$ cat config.mk
export PLATFORM = sky130hd
export DESIGN_NAME = pfr_seq
export DESIGN_NICKNAME = d
export VERILOG_FILES = /design/src/hdl/pfr_pkg.sv /design/src/hdl/pfr_seq.sv
export SDC_FILE = /design/constraint.sdc
export NUM_CORES = 1
export LEC_CHECK = 0
export ABC_AREA = 0
export BUFFER_PORTS_ARGS = -buffer_cell sky130_fd_sc_hd__buf_4
export CAP_MARGIN = 20
export CORE_UTILIZATION = 50
export CTS_CLUSTER_SIZE = 24
export DETAILED_ROUTE_END_ITERATION = 6
export GPL_ROUTABILITY_DRIVEN = 1
export GPL_TIMING_DRIVEN = 0
export PLACE_DENSITY_LB_ADDON = 0.05
export RECOVER_POWER = 100
export SLEW_MARGIN = 20
export SYNTH_ARGS = -nofsm -noshare
export SYNTH_HDL_FRONTEND = slang
export SYNTH_SLANG_ARGS = --single-unit
$ cat constraint.sdc
create_clock -name aclk -period 3.25 [get_ports aclk]
set_clock_uncertainty 0.15 [all_clocks]
set_input_delay 0.65 -clock aclk [delete_from_list [all_inputs] [get_ports aclk]]
set_output_delay 0.65 -clock aclk [all_outputs]
set_load 0.01 [all_outputs]
$ cat src/hdl/pfr_pkg.sv
// Shared types and constants for the page framebuffer refresh block.
`default_nettype none

package pfr_pkg;

    // Default panel geometry
    localparam int PANEL_WIDTH_DEF  = 128;
    localparam int PANEL_HEIGHT_DEF = 64;

    // Panel command bytes
    localparam logic [7:0] CMD_PAGE_BASE = 8'hB0;
    localparam logic [7:0] CMD_COL_LOW   = 8'h00;
    localparam logic [7:0] CMD_COL_HIGH  = 8'h10;

    // Slot numbers within one page of the refresh stream
    localparam int SLOT_PAGE_CMD  = 0;
    localparam int SLOT_COL_LOW   = 1;
    localparam int SLOT_COL_HIGH  = 2;
    localparam int SLOT_DATA_BASE = 3;

    // Input beat kind
    typedef enum logic {
        MODE_DRAW    = 1'b0,
        MODE_ADVANCE = 1'b1
    } mode_t;

    // Refresh stream beat description from the sequencer
    typedef struct packed {
        logic [7:0] cmd_byte;
        logic       is_data;
        logic       frame_end;
    } refresh_info_t;

endpackage

`default_nettype wire

$ cat src/hdl/pfr_seq.sv
// Refresh stream sequencer: page and slot counters, command bytes, data address.
`default_nettype none

module pfr_seq
    import pfr_pkg::*;
#(
    parameter int PANEL_WIDTH  = PANEL_WIDTH_DEF,
    parameter int PANEL_HEIGHT = PANEL_HEIGHT_DEF,
    parameter int ADDR_W       = $clog2(PANEL_WIDTH * ((PANEL_HEIGHT + 7) / 8))
) (
    input  wire logic              aclk,
    input  wire logic              aresetn,
    input  wire logic              step,
    output refresh_info_t          info,
    output logic [ADDR_W-1:0]      rd_addr
);

    localparam int PAGES  = (PANEL_HEIGHT + 7) / 8;
    localparam int SLOTS  = PANEL_WIDTH + SLOT_DATA_BASE;
    localparam int SLOT_W = $clog2(SLOTS);
    localparam int PAGE_W = (PAGES > 1) ? $clog2(PAGES) : 1;

    logic [SLOT_W-1:0] slot_reg, slot_next;
    logic [PAGE_W-1:0] page_reg, page_next;
    logic [SLOT_W-1:0] col;
    logic [ADDR_W-1:0] page_base;

    always_comb begin
        slot_next = slot_reg;
        page_next = page_reg;
        if (step) begin
            if (slot_reg == SLOT_W'(SLOTS - 1)) begin
                slot_next = '0;
                page_next = (page_reg == PAGE_W'(PAGES - 1)) ? '0 : page_reg + 1'b1;
            end else begin
                slot_next = slot_reg + 1'b1;
            end
        end
    end

    always_ff @(posedge aclk) begin
        if (!aresetn) begin
            slot_reg <= '0;
            page_reg <= '0;
        end else begin
            slot_reg <= slot_next;
            page_reg <= page_next;
        end
    end

    // data address; meaningless on command slots, where it is not used
    assign col       = slot_reg - SLOT_W'(SLOT_DATA_BASE);
    assign page_base = ADDR_W'(ADDR_W'(page_reg) * ADDR_W'(PANEL_WIDTH));
    assign rd_addr   = page_base + ADDR_W'(col);

    always_comb begin
        info.cmd_byte  = CMD_COL_HIGH;
        info.is_data   = 1'b1;
        info.frame_end = 1'b0;
        priority if (slot_reg == SLOT_W'(SLOT_PAGE_CMD)) begin
            info.cmd_byte = CMD_PAGE_BASE + 8'(page_reg);
            info.is_data  = 1'b0;
        end else if (slot_reg == SLOT_W'(SLOT_COL_LOW)) begin
            info.cmd_byte = CMD_COL_LOW;
            info.is_data  = 1'b0;
        end else if (slot_reg == SLOT_W'(SLOT_COL_HIGH)) begin
            info.cmd_byte = CMD_COL_HIGH;
            info.is_data  = 1'b0;
        end else begin
            info.frame_end = (slot_reg == SLOT_W'(SLOTS - 1)) &&
                             (page_reg == PAGE_W'(PAGES - 1));
        end
    end

endmodule

`default_nettype wire

==> results of run 1 <==
## power by group through the flow
stage | clock [W] | combinational (W) | sequential [W]
2_1_floorplan | 0 | 0.0000423 | 0.000144
3_3_place_gp | 0 | 0.0000686 | 0.000145
3_5_place_dp | 0 | 0.0000701 | 0.000145
4_1_cts | 0.0000965 | 0.0000705 | 0.000142
5_1_grt | 0.000105 | 0.0000686 | 0.000143
6_report | 0.0000979 | 0.0000623 | 0.000142
## how the worst max path moves through the flow
stage | start | end | slack, ns | depth (start not counted)
detailed placement | slot_reg[2] | rd_addr[9] | 0.32 | 9
global placement | slot_reg[2] | rd_addr[9] | 0.33 | 9
CTS | slot_reg[2] | rd_addr[9] | 0.02 | 9
floorplan | slot_reg[2] | rd_addr[9] | 0.47 | 8
finish | slot_reg[3] | rd_addr[9] | 0.14 | 8
global route | slot_reg[3] | rd_addr[9] | 0.04 | 8
## cells in the mapped netlist
library cell  instances  area share (%)
nor2_1                6             2.8
o21ai_1               1            0.63
nand4b_1              1             1.1
buf_4                 3             2.8
and3_1                3             2.4
clkbuf_1              2            0.95
nor3_1                4             2.5
or4b_1                1             1.3
mux2i_1               1             1.3
nand4_1               3             2.4
o21a_1                2             1.9
a21boi_1              1            0.95
or4_1                 2             1.9
o21ai_0               4             2.5
conb_1                1            0.47
ha_1                  8              13
nor3b_1               2             1.9
or3_1                 2             1.6
o31ai_1               2             1.9
inv_1                 3             1.4
or4_4                 1             1.4
buf_2                 1            0.63
a21boi_0              1            0.95
a21oi_1               4             2.5
nand2_1               5             2.4
nand3b_1              1            0.95
nand3_1               1            0.63
dfxtp_1              11              28
buf_6                 3             4.3
and2_1                1            0.79
xnor2_1               2             2.2
xor2_1                9              10
## worst max-delay path: stages (launching register included)
cell	delay, ns
dfxtp_1	0.31
buf_6	0.13
or4_4	0.59
nor3b_2	0.22
xor2_1	0.20
ha_1	0.17
ha_1	0.15
xor2_1	0.14
buf_4	0.13
## cells by family (layout without fill, tap and decap cells)
logic type,count (synthesis),count (layout),share of synthesized area (%)
flip-flops,11,11,27.8
adder cells (fa/ha/maj),8,8,12.7
other,1,2,0.474
AND/OR/NAND/NOR,33,33,24.1
XOR/XNOR,11,11,12.2
AO/OA/AOI/OAI,15,15,11.4
buffers and inverters,12,37,10.1
multiplexers,1,1,1.27
## repair_timing
action	in CTS	in global routing
setup endpoints to repair	0	1
buffers inserted	0	3
gates resized for setup	0	2
## through the flow
step | instances | util [%] | hold slack, ns | setup WS (ns) | total power, W
2_1_floorplan | 93 | - | 0.335 | 0.471 | 0.000186
3_3_place_gp | 127 | 69.1 | 0.351 | 0.333 | 0.000214
3_5_place_dp | 127 | 69.1 | 0.377 | 0.316 | 0.000216
4_1_cts | 131 | 71.0 | 0.388 | 0.0159 | 0.000309
5_1_grt | 133 | 68.7 | 0.443 | 0.0391 | 0.000317
6_report | 133 | 68.7 | 0.401 | 0.138 | 0.000302
## final cells by class
cell class	instances	share of cell area, %
Buffer	8	6.06
Clock buffer	4	2.77
Inverter	3	1.19
Multi-Input combinational cell	70	52.6
Sequential cell	11	23.2
Tap cell	15	1.98
Timing Repair Buffer	22	12.3
## metal layers
layer / track usage [%] / vias up
li1: - / 368
met1: 26.3 / 347
met2: 32.8 / 36
met3: 3.91 / 4
met4: 8.39 / 0
met5: 0 / -
==> results.yml, run 1 <==
clocking:
  cts_hold_buf: 0
  clock_latency_ns: 0.27
  clockBufferDepth: 2
  path_clk_slew_ns: 0.08
  numCtsBuffers: 3
  cts.sinks: 11
  cts_root_buffer: "clkbuf_4"
  h-tree-depth: 1
  cts_tree: "built"
detailed_routing:
  met1_length_um: 777
  wl_um: 1720
  wire_per_inst_um: 12.9
  top_layer_used: "met4"
  drc: 0
  first_pass_iters: 4
  drtIter0Drc: 18
  wl_met2_um: 795
  dr_wl_met3_um: 117
  drtAntennaViolNets: 0
  vias: 755
  via_per_inst: 5.68
final_layout:
  final_cell_mix: "clkbuf_1, dfxtp_1, buf_4"
  fin_nets: 130
  largest_reg_flops: 8
  final_common_cell: "clkbuf_1"
  drive_above_1_share_pct: 16.9
  seqCellArea_um2: 220
  nFillCells: 132
  antenna_cells: 0
  syn2layout_area_growth_pct: 20.1
  final_area_um2: 950
  multiInputGateArea_um2: 499
setup_path:
  end_kind: "output port"
  r2r_end: "slot_reg[0]"
  cp_data_required_time_ns: 2.45
  critPathArrivalTime_ns: 2.31
  start_kind: "register"
  reg2reg_depth: 5
  ff2ff_setup_slack_ns: 1.04
  path_max_fanout: 8
  r2r-start: "slot_reg[0]"
  path_class: "reg -> out"
floorplan:
  rows: 13
  die_area_um2: 1740
  boundaryPins: 23
  die_x_um: 41.8
  initial_core_util_pct: 57.2
  die_height_um: 41.8
  core_um2: 1380
timing:
  post-route-period-util_pct: 95.7
  finalHoldViolCount: 0
  fin_crit_ns: 3.11
  fin_setup_tns_ns: 0
  worst_pin_slew_ns: 0.891
  max_clock_freq_mhz: 321
  maxSlewHeadroom_pct: 40.0
  setup-violations-final: 0
  grt_setup_unrepaired: "no"
  slew_viol_final: 0
global_route:
  grt_pass1_wl_um: 2770
  antenna_found_initial: 0
  grt_max_degree: 11
  grt_usage_pct: 20.3
  grt_pass1_vias: 647
  overflow: 0
hold_path:
  min_from: "page_reg[0]"
  hold_end: "page_reg[0]"
  hold_class: "reg -> reg"
  holdPathStages: 2
synth:
  yosysWarningCount: 0
  syn_area_per_cell_um2: 8.60
  synthDistinctLibCells: 32
  ys_ff_latch: 11
  netlist_area_um2: 791
  syn_inst: 92
  seq_area_frac_synth_pct: 27.8
power_and_ir_drop:
  power.internal_w: 0.000214
  pwr_density_cell_nw_per_um2: 318
  clkPwrFrac_pct: 32.4
  power_frac_comb_pct: 20.6
  switchingPower_w: 0.0000888
  power.share.switching_pct: 29.4
  vdd_drop_max_mv: 0.240
  seq_power_share_pct: 47.0
  p_leak_nw: 0.404
outcome:
  status: "finished, final reports clean"
placement:
  portBuffers: 19
  gp_congestion: 0.804
  dpl_cell_area_um2: 956
  dp_hpwl_um: 1220
flow_run:
  cap_violations: 0
No activity file was read; power rests on OpenSTA's default activity.
==> run 2: changes to the inputs <==
--- a/config.mk
+++ b/config.mk
@@ -7,4 +7,5 @@
 export LEC_CHECK = 0
 export ABC_AREA = 0
+export ABC_CLOCK_PERIOD_IN_PS = 3250
 export BUFFER_PORTS_ARGS = -buffer_cell sky130_fd_sc_hd__buf_4
 export CAP_MARGIN = 20
==> constraint.sdc (replaced) <==
create_clock -name aclk -period 3.25 [get_ports aclk]
set_clock_uncertainty 0.15 [all_clocks]
set_input_delay 0.1625 -clock aclk [delete_from_list [all_inputs] [get_ports aclk]]
set_output_delay 0.1625 -clock aclk [all_outputs]
set_load 0.01 [all_outputs]
==> run 2 against run 1 <==
Compared with the run above: core utilization shrank 1.3 points; sequential share of layout area up 0.44 points; fmax rose by 9.4%; routed wire length is 4.4% lower; non-clock buffer count decreased by 1; register-to-register slack got worse by 0.15 ns.
==> results.yml, run 2 (synthesis gave the netlist of run 1 again) <==
hold_path:
  hold_class: "in -> reg"
flow_run:
  cap_violations: 0
floorplan:
  die_x_um: 41.8
  core_um2: 1380
  die_area_um2: 1740
  rows: 13
  die_height_um: 41.8
  boundaryPins: 23
  initial_core_util_pct: 57.2
setup_path:
  max_stage_delay_ns: 0.52
  endpoint: "rd_addr[9]"
  ff2ff_setup_slack_ns: 0.89
  path_buf_inv: 3
  r2r-start: "slot_reg[2]"
  cp_data_required_time_ns: 2.94
  critPathSlowestCell: "or4_4"
  reg2reg_depth: 5
  end_kind: "output port"
  cp.depth: 9
  critical-path-top-delay-family: "simple AND/OR/NAND/NOR gates"
  startpoint: "slot_reg[2]"
  crit_chain: "buf_6, or4_4, clkbuf_1, nor3b_1, xor2_1, ha_1, ha_1, xor2_1, clkbuf_1"
  r2r_end: "slot_reg[0]"
  path_max_fanout: 10
  start_kind: "register"
  path_class: "reg -> out"
  critPathArrivalTime_ns: 2.53
detailed_routing:
  top_layer_used: "met4"
  wl_um: 1640
  first_pass_iters: 4
  met1_length_um: 768
  wire_per_inst_um: 12.4
  drc: 0
  via_per_inst: 5.64
  drtIter0Drc: 15
  dr_wl_met3_um: 112
  wl_met2_um: 742
  drtAntennaViolNets: 0
  vias: 744
final_layout:
  final_cell_mix: "clkbuf_1, dfxtp_1, xor2_1"
  final_common_cell: "clkbuf_1"
  drive_above_1_share_pct: 12.8
  largest_reg_flops: 8
  multiInputGateArea_um2: 494
  fin_cells: 132
  fin_nets: 129
  nFillCells: 136
  antenna_cells: 0
  syn2layout_area_growth_pct: 17.9
  seqCellArea_um2: 220
power_and_ir_drop:
  p_total_w: 0.000299
  pwr_density_cell_nw_per_um2: 321
  p_leak_nw: 0.386
  vdd_drop_max_mv: 0.223
timing:
  maxSlewHeadroom_pct: 38.2
  timing.final.ws_setup_ns: 0.407
  post-route-period-util_pct: 87.5
  worst_pin_slew_ns: 0.917
  setup-violations-final: 0
  slew_viol_final: 0
  fin_crit_ns: 2.84
  grt_setup_unrepaired: "no"
  finalHoldViolCount: 0
  fin_setup_tns_ns: 0
  whs_ns: 0.194
  max_clock_freq_mhz: 352
global_route:
  grt_pass1_vias: 653
  overflow: 0
  grt_max_degree: 11
  grt_usage_pct: 20.6
  antenna_found_initial: 0
  grt_pass1_wl_um: 2810
placement:
  placedCellCount: 127
  dpl_worst_slack_ns: 0.804
  dp_hpwl_um: 1220
  portBuffers: 19
  gp_congestion: 0.804
clocking:
  clock_latency_ns: 0.27
  cts_hold_buf: 1
  cts_tree: "built"
  clockBufferDepth: 2
  numCtsBuffers: 3
  path_clk_slew_ns: 0.08
  cts_root_buffer: "clkbuf_4"
  cts.sinks: 11
  h-tree-depth: 1
  post_cts_buffers: 0
  cts_resized: 0
outcome:
  status: "finished, final reports clean"
-- run 2: cell types whose count changed in the layout (fill, tap and decap cells not counted) --
cell           before  now
nor3b_2             1    0
clkbuf_1           16   18
buf_4              10    7
clkbuf_4            5    4
dlygate4sd3_1       0    1
nor3b_1             1    2
-- run 2: where the power goes --
| group | leakage (nW) | total, W | internal, W | switching (W) |
|---|---|---|---|---|
| Sequential | 0.0890 | 0.000142 | 0.000137 | 0.00000475 |
| Combinational | 0.282 | 0.0000621 | 0.0000284 | 0.0000336 |
| Clock | 0.0150 | 0.0000953 | 0.0000475 | 0.0000478 |
-- run 2: worst min-delay path by stage --
stage,from,to,depth (start not counted)
final,step,slot_reg[1],3
after global routing,step,slot_reg[1],3
after CTS,step,slot_reg[0],3
after detailed placement,aresetn,page_reg[2],2
after global placement,aresetn,page_reg[2],2
after floorplan,aresetn,page_reg[2],1
-- run 2: worst min-delay path, cell delays in order --
cell and delay, ns:
clkbuf_1 0.18, mux2i_1 0.16, nor2_1 0.08
-- run 2: layer usage --
layer | vias up | GRT usage, %
met1 | 338 | 27.1
met5 | - | 0
met4 | 0 | 8.39
met2 | 36 | 32.8
li1 | 366 | -
met3 | 4 | 3.91
-- run 2: final cells by class --
type,instances,area share [%]
inverters,3,1.21
repair buffers,20,10.7
well taps,15,2.01
plain buffers,9,6.58
clock buffers,4,2.82
flip-flops and latches,11,23.6
multi-input cells,70,53.0
-- run 2: metrics by stage --
stage / instance area [um2] / utilization [%]
CTS: 992 / 71.8
detailed placement: 956 / 69.1
floorplan: 795 / -
global route: 932 / 67.4
finish: 932 / 67.4
global placement: 956 / 69.1
